==> src/rtl/jbp_pkg.sv <==
// ----------------------------------------------------------------------------
// jbp_pkg
// Shared types and constants for the JPEG bit packer with 0xFF/0x00 stuffing.
// ----------------------------------------------------------------------------
package jbp_pkg;

  // Command codes on the input channel
  localparam logic CMD_APPEND = 1'b0;
  localparam logic CMD_FLUSH  = 1'b1;

  // Width of the chunk data field; hard upper bound on a chunk length
  localparam int unsigned DATA_WIDTH = 16;

  // Marker byte that gets a stuffed zero after it
  localparam logic [7:0] STUFF_MARK = 8'hFF;
  localparam logic [7:0] STUFF_ZERO = 8'h00;

  // One byte job handed from the front to the back: one or two data bytes
  typedef struct packed {
    logic [7:0] byte0;
    logic [7:0] byte1;
    logic       two;
  } job_t;

endpackage

==> src/rtl/jbp_front.sv <==
// ----------------------------------------------------------------------------
// jbp_front
// Accepts chunk and flush items, keeps the bit accumulator and produces
// byte jobs (one or two whole bytes) for the back end.
// ----------------------------------------------------------------------------
module jbp_front import jbp_pkg::*; #(
  parameter int MAX_CHUNK_BITS = 16
) (
  input  logic        clk,
  input  logic        rst_n,
  input  logic        accept,
  input  logic        command,
  input  logic [15:0] chunk_bits,
  input  logic [4:0]  chunk_length,
  output logic        job_wr,
  output job_t        job
);

  localparam int LEN_LIMIT = (MAX_CHUNK_BITS < DATA_WIDTH) ? MAX_CHUNK_BITS : DATA_WIDTH;

  // Pending bits, left aligned; fewer than 16 between items
  logic [15:0] acc_r, acc_nxt;
  logic [3:0]  pend_r, pend_nxt;

  logic [4:0]  len_sat;
  logic [15:0] masked;
  logic [4:0]  cnt;
  logic [47:0] placed;
  logic [31:0] merged;
  logic [2:0]  rem;

  // Length saturation and masking of stray bits
  assign len_sat = (chunk_length > 5'(LEN_LIMIT)) ? 5'(LEN_LIMIT) : chunk_length;
  assign masked  = chunk_bits & ~(16'hFFFF << len_sat);
  assign cnt     = 5'(pend_r) + len_sat;
  assign placed  = {masked, 32'd0} >> cnt;
  assign merged  = {acc_r, 16'd0} | placed[31:0];
  assign rem     = pend_r[2:0];

  // Next state and job build
  always_comb begin
    acc_nxt   = acc_r;
    pend_nxt  = pend_r;
    job_wr    = 1'b0;
    job.byte0 = merged[31:24];
    job.byte1 = merged[23:16];
    job.two   = 1'b1;
    if (accept) begin
      unique case (command)
        CMD_APPEND: begin
          if (cnt[4]) begin
            job_wr   = 1'b1;
            acc_nxt  = merged[15:0];
          end else begin
            acc_nxt  = merged[31:16];
          end
          pend_nxt = cnt[3:0];
        end
        CMD_FLUSH: begin
          acc_nxt  = '0;
          pend_nxt = '0;
          if (pend_r[3]) begin
            // whole byte first, then a padded partial byte if bits remain
            job_wr    = 1'b1;
            job.byte0 = acc_r[15:8];
            job.byte1 = acc_r[7:0] | (8'hFF >> rem);
            job.two   = (rem != 3'd0);
          end else if (rem != 3'd0) begin
            job_wr    = 1'b1;
            job.byte0 = acc_r[15:8] | (8'hFF >> rem);
            job.two   = 1'b0;
          end
        end
        default: ;
      endcase
    end
  end

  always_ff @(posedge clk) begin
    if (!rst_n) begin
      acc_r  <= '0;
      pend_r <= '0;
    end else begin
      acc_r  <= acc_nxt;
      pend_r <= pend_nxt;
    end
  end

  // A flush always leaves the accumulator empty
  a_flush_clears: assert property (@(posedge clk) disable iff (!rst_n)
    (accept && command == CMD_FLUSH) |=> (pend_r == 4'd0 && acc_r == 16'd0))
    else $error("flush did not clear the accumulator");

endmodule

==> src/rtl/jbp_queue.sv <==
// ----------------------------------------------------------------------------
// jbp_queue
// Small job queue between the front and the back; decouples their stalls.
// ----------------------------------------------------------------------------
module jbp_queue import jbp_pkg::*; #(
  parameter int DEPTH = 4
) (
  input  logic clk,
  input  logic rst_n,
  input  logic wr_en,
  input  job_t wr_data,
  output logic full,
  input  logic rd_en,
  output logic rd_valid,
  output job_t rd_data
);

  localparam int PTR_W = (DEPTH > 1) ? $clog2(DEPTH) : 1;
  localparam int CNT_W = $clog2(DEPTH + 1);

  job_t             mem [DEPTH];
  logic [PTR_W-1:0] wr_ptr_r, rd_ptr_r;
  logic [CNT_W-1:0] count_r;
  logic             do_wr, do_rd;

  assign full     = (count_r == CNT_W'(DEPTH));
  assign rd_valid = (count_r != '0);
  assign rd_data  = mem[rd_ptr_r];
  assign do_wr    = wr_en && !full;
  assign do_rd    = rd_en && rd_valid;

  // Storage
  always_ff @(posedge clk) begin
    if (do_wr) begin
      mem[wr_ptr_r] <= wr_data;
    end
  end

  // Pointers and fill count
  always_ff @(posedge clk) begin
    if (!rst_n) begin
      wr_ptr_r <= '0;
      rd_ptr_r <= '0;
      count_r  <= '0;
    end else begin
      if (do_wr) begin
        wr_ptr_r <= (wr_ptr_r == PTR_W'(DEPTH - 1)) ? '0 : wr_ptr_r + 1'b1;
      end
      if (do_rd) begin
        rd_ptr_r <= (rd_ptr_r == PTR_W'(DEPTH - 1)) ? '0 : rd_ptr_r + 1'b1;
      end
      if (do_wr && !do_rd) begin
        count_r <= count_r + 1'b1;
      end else if (do_rd && !do_wr) begin
        count_r <= count_r - 1'b1;
      end
    end
  end

  a_no_overflow: assert property (@(posedge clk) disable iff (!rst_n)
    wr_en |-> !full)
    else $error("job written into a full queue");

  a_count_bound: assert property (@(posedge clk) disable iff (!rst_n)
    count_r <= CNT_W'(DEPTH))
    else $error("queue fill count out of range");

endmodule

==> src/rtl/jbp_back.sv <==
// ----------------------------------------------------------------------------
// jbp_back
// Walks each queued job one byte per cycle while the output register is free
// or popped, inserts a zero after every 0xFF and holds the result there.
// ----------------------------------------------------------------------------
module jbp_back import jbp_pkg::*; (
  input  logic       clk,
  input  logic       rst_n,
  input  logic       job_valid,
  input  job_t       job,
  output logic       job_done,
  input  logic       pop,
  output logic       empty,
  output logic [7:0] out_byte,
  output logic       out_is_last
);

  // Step within a job
  localparam logic [1:0] ST_B0 = 2'd0;
  localparam logic [1:0] ST_S0 = 2'd1;
  localparam logic [1:0] ST_B1 = 2'd2;
  localparam logic [1:0] ST_S1 = 2'd3;

  logic [1:0] st_r, st_nxt;
  logic       out_valid_r;
  logic [7:0] out_byte_r;
  logic       out_last_r;
  logic       load, step;
  logic [7:0] sel_byte;
  logic       sel_last;

  assign load  = !out_valid_r || pop;
  assign step  = load && job_valid;

  // Byte selection and next step
  always_comb begin
    sel_byte = STUFF_ZERO;
    sel_last = 1'b0;
    st_nxt   = st_r;
    unique case (st_r)
      ST_B0: begin
        sel_byte = job.byte0;
        if (job.byte0 == STUFF_MARK) begin
          st_nxt = ST_S0;
        end else if (job.two) begin
          st_nxt = ST_B1;
        end else begin
          st_nxt   = ST_B0;
          sel_last = 1'b1;
        end
      end
      ST_S0: begin
        if (job.two) begin
          st_nxt = ST_B1;
        end else begin
          st_nxt   = ST_B0;
          sel_last = 1'b1;
        end
      end
      ST_B1: begin
        sel_byte = job.byte1;
        if (job.byte1 == STUFF_MARK) begin
          st_nxt = ST_S1;
        end else begin
          st_nxt   = ST_B0;
          sel_last = 1'b1;
        end
      end
      ST_S1: begin
        st_nxt   = ST_B0;
        sel_last = 1'b1;
      end
      default: ;
    endcase
  end

  assign job_done = step && sel_last;

  always_ff @(posedge clk) begin
    if (!rst_n) begin
      st_r        <= ST_B0;
      out_valid_r <= 1'b0;
    end else begin
      if (step) begin
        st_r <= st_nxt;
      end
      if (load) begin
        out_valid_r <= job_valid;
      end
    end
  end

  // Output payload register
  always_ff @(posedge clk) begin
    if (step) begin
      out_byte_r <= sel_byte;
      out_last_r <= sel_last;
    end
  end

  assign empty       = !out_valid_r;
  assign out_byte    = out_byte_r;
  assign out_is_last = out_last_r;

  // A marker byte is always followed by its stuffed zero in the same job
  a_ff_not_last: assert property (@(posedge clk) disable iff (!rst_n)
    (step && sel_byte == STUFF_MARK) |-> !sel_last)
    else $error("0xFF closed a job without a stuffed zero");

  // Mid-job steps need the job to stay at the queue head
  a_job_held: assert property (@(posedge clk) disable iff (!rst_n)
    (st_r != ST_B0) |-> job_valid)
    else $error("job left the queue before it finished");

endmodule

==> src/rtl/jpeg_bit_packer_byte_stuffing_core.sv <==
// ----------------------------------------------------------------------------
// jpeg_bit_packer_byte_stuffing_core
// JPEG entropy bit writer: packs MSB-first bit chunks into bytes and stuffs
// a 0x00 after every 0xFF byte.
//
// Usage:
//   Input queue: drive in_command / in_chunk_bits / in_chunk_length with push;
//   a transfer happens when push is high and full is low. An append adds up
//   to 16 bits; a flush emits pending whole bytes and a one-padded last byte.
//   Result queue: while empty is low, out_byte / out_is_last show the oldest
//   byte; a transfer happens when pop is high. out_is_last marks the final
//   byte caused by one input item. Items that cause no bytes give no results.
//   The first byte of an item passes the job queue, then the output register.
//   Throughput: one input item per cycle while full is low, into a
//   FIFO_DEPTH-entry job queue; the output side moves one byte per cycle
//   while pop keeps up, and an item makes up to two bytes, four with stuffing.
//   Reset (synchronous, rst_n low) clears the accumulator, the queue and the
//   output valid flag. When the receiver stalls, bytes wait in the output
//   register and jobs in the queue; full rises once the queue fills.
// ----------------------------------------------------------------------------
module jpeg_bit_packer_byte_stuffing_core import jbp_pkg::*; #(
  parameter int MAX_CHUNK_BITS = 16,
  parameter int FIFO_DEPTH     = 4
) (
  input  logic        clk,
  input  logic        rst_n,
  input  logic        push,
  output logic        full,
  input  logic        in_command,
  input  logic [15:0] in_chunk_bits,
  input  logic [4:0]  in_chunk_length,
  output logic        empty,
  input  logic        pop,
  output logic [7:0]  out_byte,
  output logic        out_is_last
);

  logic accept;
  logic job_wr;
  job_t job_in;
  logic job_valid;
  job_t job_head;
  logic job_done;

  assign accept = push && !full;

  // Front: accumulator and byte job build
  jbp_front #(
    .MAX_CHUNK_BITS(MAX_CHUNK_BITS)
  ) u_front (
    .clk          (clk),
    .rst_n        (rst_n),
    .accept       (accept),
    .command      (in_command),
    .chunk_bits   (in_chunk_bits),
    .chunk_length (in_chunk_length),
    .job_wr       (job_wr),
    .job          (job_in)
  );

  // Job queue
  jbp_queue #(
    .DEPTH(FIFO_DEPTH)
  ) u_queue (
    .clk      (clk),
    .rst_n    (rst_n),
    .wr_en    (job_wr),
    .wr_data  (job_in),
    .full     (full),
    .rd_en    (job_done),
    .rd_valid (job_valid),
    .rd_data  (job_head)
  );

  // Back: byte emission with stuffing
  jbp_back u_back (
    .clk         (clk),
    .rst_n       (rst_n),
    .job_valid   (job_valid),
    .job         (job_head),
    .job_done    (job_done),
    .pop         (pop),
    .empty       (empty),
    .out_byte    (out_byte),
    .out_is_last (out_is_last)
  );

endmodule
==> config.mk <==
export PLATFORM = sky130hd
export DESIGN_NAME = jpeg_bit_packer_byte_stuffing_core
export DESIGN_NICKNAME = d
export VERILOG_FILES = /design/src/rtl/jbp_pkg.sv /design/src/rtl/jbp_front.sv /design/src/rtl/jbp_queue.sv /design/src/rtl/jbp_back.sv /design/src/rtl/jpeg_bit_packer_byte_stuffing_core.sv
export SDC_FILE = /design/constraint.sdc
export NUM_CORES = 1
export LEC_CHECK = 0
export BUFFER_PORTS_ARGS = -buffer_cell sky130_fd_sc_hd__buf_2
export CAP_MARGIN = 20
export CELL_PAD_IN_SITES_DETAIL_PLACEMENT = 0
export CELL_PAD_IN_SITES_GLOBAL_PLACEMENT = 1
export CORE_MARGIN = 2
export CORE_UTILIZATION = 46
export CTS_CLUSTER_DIAMETER = 30
export DETAILED_ROUTE_END_ITERATION = 7
export PLACE_DENSITY = 0.77
export SYNTH_ARGS = -nofsm -noshare
export SYNTH_HDL_FRONTEND = slang
export SYNTH_SLANG_ARGS = --single-unit
==> constraint.sdc <==
create_clock -name clk -period 4.2 [get_ports clk]
set_input_delay 0.42 -clock clk [delete_from_list [all_inputs] [get_ports clk]]
set_output_delay 0.42 -clock clk [all_outputs]
set_load 0.1 [all_outputs]
==> results.md, run 1 <==
Logic synthesis:
- In this run, distinct cell masters in the synthesized netlist total a little over 90.
- In the post-synthesis netlist, the biggest area contributors are edfxtp_1, dfxtp_1, mux4_1, mux2i_1, nand2_1.
- The main combinational cell family by area after synthesis is compound AO/OA/AOI/OAI gates.
- After synthesis, the share of flip-flops with an asynchronous set or reset is 0%.
- The total nets after synthesis is just over 600.
- The flip-flop cell with the highest count after synthesis is edfxtp_1.
- The cell accounting for the most synthesized area is edfxtp_1.
- A synthesized cell averages between 10 and 15 µm².
- The cell area that synthesis handed to floorplanning was 0.00653 mm².
- The synthesized-area fraction occupied by ao, oa, aoi and oai cells is about a fifth.
- Yosys printed 0 warnings.
- The adder-cell share of the synthesized area is 2.42%.
- The cell count after synthesis is between 500 and 600.
- The fraction of post-synthesis cell area in the top cell type by area is between 30% and 40%.
- After Yosys synthesis, and, or, nand and nor cells account for about 14% of the synthesized area.
- The number of synthesized register bits is between 100 and 150.
- The sequential-to-total area share from yosys stat is between 40% and 50%.
- Yosys mapped a number of flops with a built-in enable equal to 77.
- In the synthesized netlist, mux cells make up between 10% and 20% of the area.
- The xor/xnor cell area share of the yosys netlist is approximately 1.4%.

Worst setup path:
- The data required time at the worst endpoint is between 4000 and 5000 ps.
- STA classifies the critical path startpoint as a register.
- The maximum fanout encountered on the critical timing path is 13.
- In this run the critical register-to-register path is launched from u_front.pend_r[1]$_SDFFE_PN0P_.
- The origin of the worst setup path is u_front.pend_r[1]$_SDFFE_PN0P_.
- The start-to-end type of the worst setup path is register to register.
- The arrival time of data at the critical path endpoint is approximately 3800 ps.
- STA classifies the critical path endpoint as a register.

STA:
- The relative max-transition margin is a little under half.
- The final critical path takes up a little over four fifths of the cycle.
- The max-slew violation count is 0.
- The final setup skew is about 6 ps.
- The achievable frequency is ~0.28 GHz.
- Setup violations remaining at the end of the flow were counted as 0.
- Adding up every negative setup slack in the final design gives 0 ps.
- Setup repair after global routing left no endpoint under its margin.
- The final critical path time including I/O delays and setup is between 3000 and 4000 ps.
- The final critical-path setup slack is approximately 690 ps.
- At the pin with the least slew margin, the transition time is approximately 800 ps.
- The final-report hold violation count is 0.

Detailed routing:
- The first detailed-routing pass ran for 5 iterations.
- For this block, the routed nets add up to 15,700 µm of wire.
- After the first detailed-routing iteration, the DRC count stood at approximately 500.
- Using the TritonRoute via totals, the vias-per-cell ratio works out to roughly 6.1.
- The remaining design rule violation count is 0.
- The detailed router placed between 4,000 and 5,000 vias in this run.
- After detailed routing, the average wire length per cell comes to 19.8 µm.
- Once detail routing completed, the nets flagged for antenna violations numbered 0.

Final layout:
- The final net count is ~640.
- From synthesis to final layout, the design area changed by 9.07%.
- Summing all multi-input logic gate instances after layout gives between 0.003 and 0.004 mm².
- The repair_antennas step left the layout with diodes totalling 0.
- Registers take between 0.002 and 0.003 mm².
- The filler cell count is between 1,000 and 1,500.
- Of the cells placed in the final design, the portion with a size suffix greater than 1 is between 10% and 20%.
- The library cell used most frequently in the layout, excluding fill and tap cells, is edfxtp_1.
- Leaving out fill and tap cells, the most frequent cells in the layout are edfxtp_1, nand2_1, a21oi_1.

Power:
- Total power for the finished layout comes to between 3 and 4 mW.
- The analysis attributes to cell leakage a power of about 2.6 nW.
- The switching part of the total power is between 30% and 40%.
- The combinational power share is 39.6%.
- The net switching power figure is 1.43 mW.
- The worst IR drop on VDD is between 0.2 and 0.25 mV.
- Internal power comes to about 2.2 mW.
- The share of total power dissipated in sequential elements is between 30% and 40%.
- The total power divided by cell area is about 510 mW/mm².
- The clock network burns about 22% of the power.

Clock network:
- After clock tree synthesis, the clock-pin slew on the worst setup and hold paths is roughly 70 ps.
- CTS placed an instance of clkbuf_16 at the clock tree root.
- The sink count of the clock tree is ~110.
- The TritonCTS clock tree is built.
- Post-CTS repair changed the size of 0 cells.
- The clock passes through at most 2 buffers.
- In this run the number of H-tree levels came out at 3.
- The number of CTS-inserted buffers is 9.
- The post-cts hold buffer count is 0.
- The later pin in the worst-skew pair is clocked with a latency of 350 ps.
- The number of buffers inserted by post-CTS setup repair is 0.

Place:
- Before CTS, the worst setup slack after placement is around 510 ps.
- The placer's final routability congestion estimate is ~0.9.
- The post-detailed-placement half-perimeter wirelength is ~12,000 µm.
- The quantity of I/O buffers inserted on ports is 36.

Global route:
- Across every metal layer, demand over resource in global routing totals ~22%.
- The wire length of the first global-routing pass is approximately 25,000 µm.
- The initial antenna violation count is 0.
- The number of global-route vias before repair is roughly 4,600.
- The total grt overflow is 0.
- The pin count of the biggest net entering global routing is 30.

Outcome:
- The flow ran to the end, and the final reports show no timing, DRC or antenna violations.

Run:
- The number of violations of the max-capacitance limit is 0.

Die:
- The die is approximately 120 µm tall.
- The initial core utilization is between 40% and 50%.
- The core box area is 0.0139 mm².
- The die covers 0.0152 mm².
- The die is approximately 120 µm wide.
- The I/O pin total is 37.
- The number of cell rows is 43.

Hold path:
- The worst hold path belongs to the class input pin to register.
- The startpoint of the tightest hold check path is pop.
-- path summary, 6_finish.rpt --
kind / end / slack, ps / cells after the start
worst max-delay path: u_queue.count_r[2]$_SDFFE_PN0P_ / 690 / 14
worst min-delay path: u_back.out_valid_r$_SDFFE_PN0N_ / 410 / 3
worst max register to register: u_queue.count_r[2]$_SDFFE_PN0P_ / 690 / 14
worst min register to register: u_front.acc_r[14]$_SDFFE_PN0P_ / 470 / 1
-- cell type report --
class / instances / share of cell area [%]
repair buffers: 58 / 4.85
clock inverters: 7 / 0.773
flip-flops and latches: 109 / 41.5
multi-input cells: 406 / 45.4
well taps: 180 / 3.16
clock buffers: 9 / 3.16
inverters: 22 / 1.16
-- cell usage after synthesis, types with 11 or more instances --
cell type,instances
a21oi_1,38
buf_2,14
clkbuf_1,13
dfxtp_1,32
edfxtp_1,77
ha_1,11
inv_1,18
mux2i_1,25
mux4_1,14
nand2_1,51
nor2_1,30
nor2b_1,17
nor3_1,14
o21ai_0,11
-- registers in the layout (all words and copies together) (netlist names), named ones only --
name and count:
u_back.st_r 2, u_front.pend_r 4, u_queue.count_r 3, u_queue.rd_ptr_r 2, u_front.acc_r 16, u_back.out_is_last 1
u_back.out_valid_r 1, u_back.out_byte 8, u_queue.wr_ptr_r 2, u_queue.mem 68
-- per-layer routing --
layer | vias to the layer above | wire length [µm] | GRT usage, %
met4 | 0 | 217 | 5.61
met1 | 2359 | 7140 | 29.9
met5 | - | 0 | 0
met3 | 20 | 796 | 4.06
met2 | 152 | 7540 | 35.1
li1 | 2298 | - | -
-- logic make-up after synthesis --
family / after synthesis
simple gates: 172
mux: 52
flops: 109
xor+xnor: 7
fa+ha+maj: 12
buf+inv: 64
compound gates: 163
-- power by group through the flow --
stage	clock network [mW]	logic (mW)	registers [mW]
2_1_floorplan	0	0.836	1.74
3_3_place_gp	0	1.41	1.42
3_5_place_dp	0	1.43	1.43
5_1_grt	0.852	1.54	1.42
6_report	0.788	1.44	1.40
4_1_cts	0.807	1.44	1.40
-- worst max-delay path, cell delays in order (launching register included) --
cell and delay (ps):
dfxtp_1 300, buf_4 170, inv_1 280, xnor2_1 140, ha_1 230, or3_1 380
o22ai_2 200, xnor2_2 160, o211a_1 270, ha_1 220, inv_1 60, fa_1 380
xor2_1 180, or3_1 300, a21boi_0 170
-- per-stage QoR --
step                util (%)  instance area [µm²]  std cells  hold WS, ps
global placement        49.3                 6840        775          453
finish                  51.3                 7120        791          409
CTS                     51.3                 7120        791          392
global route            51.3                 7120        791          400
floorplan                  -                 6530        579          433
detailed placement      49.3                 6840        775          453
No activity file was read; power rests on OpenSTA's default activity.
==> inputs of run 2 (changes only) <==
- ABC_AREA: default -> 1
- CORE_UTILIZATION: 46 -> 41
- PLACE_DENSITY: 0.77 -> 0.78
- clock period: 4.2 -> 2.97 ns (I/O delays scaled with it)
==> results.md, run 2 <==
Place:
- The placer's final routability congestion estimate came to 0.911 (+1.2%).
- The post-detailed-placement cell area is 0.00683 mm² (-0.18%).
- The post-detailed-placement half-perimeter wirelength is 12,500 µm (+5.6%).
- The quantity of I/O buffers inserted on ports is 36 (unchanged).
- The total placed cells including tap cells came to 1,051 (+36%).

Final layout:
- The antenna diode count is 0 (unchanged).
- The area used by sequential logic in the layout was 0.00295 mm² (unchanged).
- In the layout the commonest cells are nand2_1, nor2_1, edfxtp_1.
- The post-layout instance count excluding filler cells came to 1,067 (+35%).
- The final core area utilization was 47.5% (-3.8 points).
- The finished layout cell area is 0.00714 mm² (+0.33%).
- The largest register by flop count is u_queue.mem.
- The share of post-route cells with drive strength above 1 came to 14.3% (-5.6 points).
- The area occupied by multi-input gates is 0.00290 mm² (-10%).
- The filler cell count is 1,522 (+22%).
- Leaving out fill and tap cells, the most frequent cell in the layout is nand2_1.
- The area growth from synthesis to layout is 14.6%.
- The final net count is 912 (+42%).
- The number of flip-flops under the largest register name is 68 (unchanged).

Detailed routing:
- The total iterations of the first detailed-routing run is 5 (unchanged).
- The average detailed-routed wire length per instance was 15.8 µm (-21%).
- The number of vias per cell after detailed routing is 5.29 (-13%).
- The number of nets with antenna violations after routing is 0 (unchanged).
- The initial detailed-routing violation count is 458 (-8.9%).
- The number of vias in the routed layout is 5,645 (+17%).
- The remaining design rule violation count is 0 (unchanged).
- The total wire length after detailed routing is 16,800 µm (+7.2%).

Die:
- The number of cell rows is 45 (+4.7%).
- The die width was 127 µm (+3.4%).
- The I/O pin total was 37 (unchanged).
- The initial core utilization is 41.5% (-5.6 points).
- The area of the die was 0.0162 mm² (+6.9%).
- The core box area was 0.0150 mm² (+8.3%).
- The chip height is 127 µm (+3.4%).

STA:
- The final-report hold violation count was 0 (unchanged).
- The max-slew violation count is 0 (unchanged).
- The final critical path time including I/O delays and setup is 2690 ps (-820 ps).
- The total negative slack is 0 ps (unchanged).
- The achievable frequency is 0.371 GHz (+30%).
- The worst hold margin is 285 ps (-124 ps).
- The final setup skew is 15.7 ps (+9.89 ps).
- The slew at the pin closest to its max-slew limit was 784 ps (-20.8 ps).
- The share of the cycle needed by the critical path after routing is 90.7% (+7.0 points).
- The relative max-transition margin is 47.7% (+1.4 points).
- The number of setup violations in the final report is 0 (unchanged).

Logic synthesis:
- The share of flip-flops with an asynchronous set or reset after synthesis is 0% (unchanged).
- The total number of yosys warnings is 0 (unchanged).
- The netlist area before placement is 0.00623 mm² (-4.5%).
- The cell count after synthesis is 816 (+41%).
- Sorting the synthesized cells by area gives the leading types as edfxtp_1, nand2_1, dfxtp_1, nand3_1, nor2_1.
- The fraction of post-synthesis cell area in the top cell type by area is 37.1% (+1.7 points).
- The largest total area in the synthesized netlist belongs to edfxtp_1.
- The number of synthesized register bits came to 109 (unchanged).
- The most common cell in the synthesized netlist is nand2_1.
- The synthesized area divided by synthesized cell count came to 7.64 µm² (-32%).
- The sequential-to-total area share from yosys stat is 47.4% (+2.1 points).
- The total nets after synthesis is 854 (+38%).
- The number of synthesized flops with an enable pin is 77 (unchanged).
- By count the netlist is led by nand2_1, nor2_1, edfxtp_1, nand3_1, inv_1.
- The flip-flop cell with the highest count after synthesis is edfxtp_1.
- The count of cell types in the netlist is 34 (-63%).

Clock network:
- The sink count of the clock tree is 109 (unchanged).
- The post-CTS resize count is 0 (unchanged).
- The TritonCTS clock tree is built.
- The worst-skew pair later-pin latency is 360 ps (about the same).
- The clock-pin slew on the worst setup and hold paths is 70 ps (about the same).
- The library cell used as clock root buffer is clkbuf_16.
- The buffer depth of the longest clock path is 2 (unchanged).
- The number of buffers inserted by post-CTS setup repair is 0 (unchanged).
- The number of CTS-inserted buffers is 9 (unchanged).
- The post-cts hold buffer count was 0 (unchanged).
- The CTS H-tree depth is 3 (unchanged).

Worst setup path:
- The arrival time of data at the critical path endpoint was 2970 ps (-820 ps).
- The start-to-end type of the worst setup path is register to register.
- The data required time at the worst endpoint is 3250 ps (-1220 ps).
- The worst setup path is captured at a register.
- The critical path launch point type is a register.
- The maximum fanout encountered on the critical timing path is 16 (+3).

Run:
- The number of violations of the max-capacitance limit is 0 (unchanged).

Hold path:
- The class of the most critical hold timing path is input pin to register.

Power:
- The clock network fraction of design power was 20.7% (-1.0 points).
- The sequential share of power is 36.0% (-2.6 points).
- The internal power component is 3.18 mW (+45%).
- The total power divided by cell area was 775 mW/mm² (+52%).
- The switching part of the total power is 42.5% (+3.0 points).
- The worst IR drop on VDD is 0.444 mV (+82%).
- The static leakage was 3.06 nW (+18%).
- The combinational power share is 43.3% (+3.7 points).
- The net switching power figure came to 2.35 mW (+64%).

Global route:
- The number of global-route vias before repair is 5,413 (+19%).
- The pin count of the biggest net entering global routing is 35 (+17%).
- The initial antenna violation count came to 0 (unchanged).
- The wire length of the first global-routing pass is 27,200 µm (+10%).
- The total grt overflow is 0 (unchanged).
- The overall track demand over capacity in global routing is 21.6% (-0.076 points).

Outcome:
- The flow ran to the end, and the final reports show no timing, DRC or antenna violations.
## run 2: area by class of cell
type / count / area share (%)
Clock buffer: 11 / 3.40
Sequential cell: 109 / 41.3
Multi-Input combinational cell: 609 / 40.6
Clock inverter: 5 / 0.508
Inverter: 67 / 3.61
Tap cell: 188 / 3.29
Timing Repair Buffer: 78 / 7.29
## run 2: metrics by stage
stage / power, mW / setup WS, ps
after floorplan: 3.72 / 93.6
after global placement: 4.35 / 85.0
after detailed placement: 4.39 / 12.6
after CTS: 5.53 / 111
after global routing: 5.88 / -1.98
final: 5.53 / 278
## run 2: critical path: stages (launching register included)
cell     delay [ps]
dfxtp_1         340
inv_1            90
buf_4           210
o21ai_0         110
o22ai_1         200
nand2_1         100
nor2_2          190
nand3_1         150
nand4_1         180
ha_1            170
inv_1            60
fa_1            380
nor2_1          120
nor2_1           40
nand2_1          70
o21ai_0          70
a21oi_1         130
## run 2: power by group through the flow
stage	sequential [mW]	combinational, mW	clock, mW
after floorplan	2.49	1.23	0
after CTS	1.99	2.37	1.17
final	1.99	2.39	1.15
after detailed placement	2.03	2.36	0
after global routing	2.01	2.64	1.23
after global placement	2.02	2.33	0
## run 2: kinds of logic (layout without fill, tap and decap cells)
family	Yosys count	after routing	share of synthesized area (%)
flip-flops	109	109	47.4
AO/OA/AOI/OAI	129	129	11.5
buffers and inverters	98	161	6.97
adder cells (fa/ha/maj)	12	12	2.53
AND/OR/NAND/NOR	468	468	31.7
## run 2: routing by layer
metal  share of wire, %  vias up  track usage, %
met3                3.7       25            3.06
met4                2.5        0            7.82
met5                  0        -               0
met2                 48      126            36.2
met1                 46     2662            28.5
li1                   -     2832               -
## run 2: path summary, 6_finish.rpt
check                                startpoint                               end  slack [ps]  cells after the start
hold reg to reg   u_front.acc_r[0]$_SDFFE_PN0P_     u_front.acc_r[0]$_SDFFE_PN0P_         470                      2
setup reg to reg                       register   u_queue.count_r[2]$_SDFFE_PN0P_         280                     16
hold / removal                            rst_n  u_queue.wr_ptr_r[1]$_SDFFE_PN0P_         280                      3
setup / recovery                       register   u_queue.count_r[2]$_SDFFE_PN0P_         280                     16
==> inputs of run 3 (changes only) <==
- RECOVER_POWER: default -> 50
==> results.md, run 3 (synthesis results as in run 2) <==
Clock network:
- The CTS H-tree depth is 3 (unchanged).
- The number of buffers inserted by post-CTS setup repair is 0 (unchanged).
- The number of CTS-inserted buffers is 9 (unchanged).
- The TritonCTS clock tree is built.
- In this run the clock root is driven by a clkbuf_16.
- The sink count of the clock tree is 109 (unchanged).
- The clock-pin slew on the worst setup and hold paths is 70 ps (about the same).
- The buffer depth of the longest clock path came to 2 (unchanged).
- The post-cts hold buffer count was 0 (unchanged).
- The worst-skew pair later-pin latency is 360 ps (about the same).
- The post-CTS resize count was 0 (unchanged).

Worst setup path:
- The critical path depth is 16 (unchanged).
- The maximum fanout encountered on the critical timing path is 10 (-6).
- The buffers plus inverters on the worst setup path is 3 (unchanged).
- The data required time at the worst endpoint was 3250 ps (about the same).
- The arrival time of data at the critical path endpoint is 2980 ps (about the same).
- The number of cell instances on the worst register-to-register path is 16 (unchanged).
- The worst setup path is launched from a register.
- The slowest stage of the critical path belongs to the cell dfxtp_1.
- The peak per-stage delay on the critical path came to 380 ps (about the same).
- The cell repeated most along the worst path is nor2_1.
- Traced cell by cell, the critical path runs through inv_2 -> buf_4 -> o21ai_0 -> o22ai_1 -> nand2_1 -> nor2_1 -> nand3_1 -> nand4_1 -> ha_1 -> inv_1 -> fa_1 -> nor2_1 -> nor2_1 -> nand2_1 -> o21ai_0 -> a21oi_1.
- The critical path's top delay family is simple AND/OR/NAND/NOR gates.
- The worst setup path is captured at a register.
- The critical path is of the register to register type.

Final layout:
- The final net count is 912 (unchanged).
- The share of post-route cells with drive strength above 1 was 12.9% (-1.5 points).
- The filler cell count came to 1,533 (+0.72%).
- The antenna diode count is 0 (unchanged).
- The layout overhead on the synthesized area is 14.1%.
- The library cell used most frequently in the layout, excluding fill and tap cells, is nand2_1.
- The finished layout cell area is 0.00711 mm² (-0.40%).
- The post-layout instance count excluding filler cells is 1,067 (unchanged).
- The number of flip-flops under the largest register name is 68 (unchanged).
- In the layout the commonest cells are nand2_1, nor2_1, edfxtp_1.
- More flip-flops sit in one register than any other, and that register is u_queue.mem.

Detailed routing:
- The total wire length after detailed routing is 16,800 µm (+0.14%).
- The average detailed-routed wire length per instance was 15.8 µm (+0.14%).
- The number of nets with antenna violations after routing is 0 (unchanged).
- The initial detailed-routing violation count was 465 (+1.5%).
- The remaining design rule violation count is 0 (unchanged).
- The number of vias in the routed layout is 5,646 (+0.018%).
- The number of vias per cell after detailed routing is 5.29 (about the same).
- The total iterations of the first detailed-routing run is 5 (unchanged).

Global route:
- The overall track demand over capacity in global routing is 21.6% (unchanged).
- The routing usage on met1 is 28.5% (unchanged).
- The layer flagged by global routing as most heavily used is met2.
- The wire length of the first global-routing pass is 27,200 µm (unchanged).
- The met3 track demand over resource in global routing is 3.06% (unchanged).
- The pin count of the biggest net entering global routing is 35 (unchanged).
- The number of global-route vias before repair is 5,413 (unchanged).
- The initial antenna violation count is 0 (unchanged).
- The total grt overflow came to 0 (unchanged).
- The fraction of met2 tracks used by global routing is 36.2% (unchanged).

Die:
- The I/O pin total was 37 (unchanged).
- The initial core utilization came to 41.5% (unchanged).
- The number of cell rows is 45 (unchanged).
- The chip height came to 127 µm (unchanged).
- The area of the die is 0.0162 mm² (unchanged).
- The core box area is 0.0150 mm² (unchanged).
- The die width came to 127 µm (unchanged).

Power:
- The total power divided by cell area is 773 mW/mm² (-0.27%).
- The power consumption is 5.50 mW (-0.67%).
- The worst IR drop on VDD was 0.431 mV (-3.0%).
- The static leakage is 3.03 nW (-1.1%).

STA:
- The slew at the pin closest to its max-slew limit came to 1170 ps (+384 ps).
- The final-report hold violation count is 0 (unchanged).
- The share of the cycle needed by the critical path after routing was 91.1% (+0.46 points).
- The achievable frequency is 0.370 GHz (-0.50%).
- The total negative slack is 0 ps (unchanged).
- The number of setup violations in the final report is 0 (unchanged).
- The worst hold margin is 288 ps (+2.77 ps).
- The relative max-transition margin is 22.5% (-25 points).
- The final critical path time including I/O delays and setup is 2710 ps (+13.6 ps).
- The final setup skew was 16.5 ps (+0.809 ps).
- The max-slew violation count is 0 (unchanged).

Place:
- The post-detailed-placement half-perimeter wirelength came to 12,500 µm (unchanged).
- The post-detailed-placement cell area is 0.00683 mm² (unchanged).
- The total placed cells including tap cells is 1,051 (unchanged).
- The placer's final routability congestion estimate is 0.911 (unchanged).
- The quantity of I/O buffers inserted on ports is 36 (unchanged).

Run:
- The number of violations of the max-capacitance limit is 0 (unchanged).

Hold path:
- The depth of the worst hold-timing path is 3 (unchanged).
- The class of the most critical hold timing path is input pin to register.

Outcome:
- The run finished with clean final reports.
## run 3: cell types whose count changed in the layout (fill, tap and decap cells not counted), sizes merged
cell / previous run / this run
clkbuf: 11 / 22
buf: 78 / 67
## run 3: final cells by class
type                    instances  area [µm²]  area share (%)
inverters                      67         258            3.62
well taps                     188         235            3.31
repair buffers                 78         504            7.09
clock inverters                 5        36.3           0.510
clock buffers                  11         243            3.41
flip-flops and latches        109        2950            41.5
multi-input cells             609        2890            40.6
## run 3: final timing paths
path                                 startpoint                          endpoint  slack [ps]
hold / removal                            rst_n  u_queue.wr_ptr_r[1]$_SDFFE_PN0P_         290
hold reg to reg   u_front.acc_r[7]$_SDFFE_PN0P_     u_front.acc_r[7]$_SDFFE_PN0P_         470
setup reg to reg                       register   u_queue.count_r[2]$_SDFFE_PN0P_         260
setup / recovery                       register   u_queue.count_r[2]$_SDFFE_PN0P_         260
## run 3: through the flow
step	util (%)	setup slack, ps
after floorplan	-	93.6
after global placement	45.4	85.0
after detailed placement	45.4	12.6
after CTS	47.3	111
after global routing	47.3	-2.14
final	47.3	264
## run 3: power by group
| part | internal [mW] | switching, mW | total [mW] |
|---|---|---|---|
| Sequential | 1.91 | 0.0857 | 2.00 |
| Combinational | 0.640 | 1.71 | 2.35 |
| Clock | 0.596 | 0.553 | 1.15 |
## run 3: worst register-to-register path, delay by kind of cell (launching register included)
| family | cells | cell delay, ps |
|---|---|---|
| flops | 1 | 380 |
| fa+ha+maj | 2 | 550 |
| buf+inv | 3 | 410 |
| simple gates | 7 | 750 |
| compound gates | 4 | 540 |
## run 3: metal layers
| layer | share of wire (%) | wire, µm | up-vias |
|---|---|---|---|
| met5 | 0 | 0 | - |
| met4 | 2.5 | 418 | 0 |
| met3 | 3.9 | 651 | 25 |
| met2 | 48 | 8010 | 116 |
| met1 | 46 | 7770 | 2673 |
| li1 | - | - | 2832 |
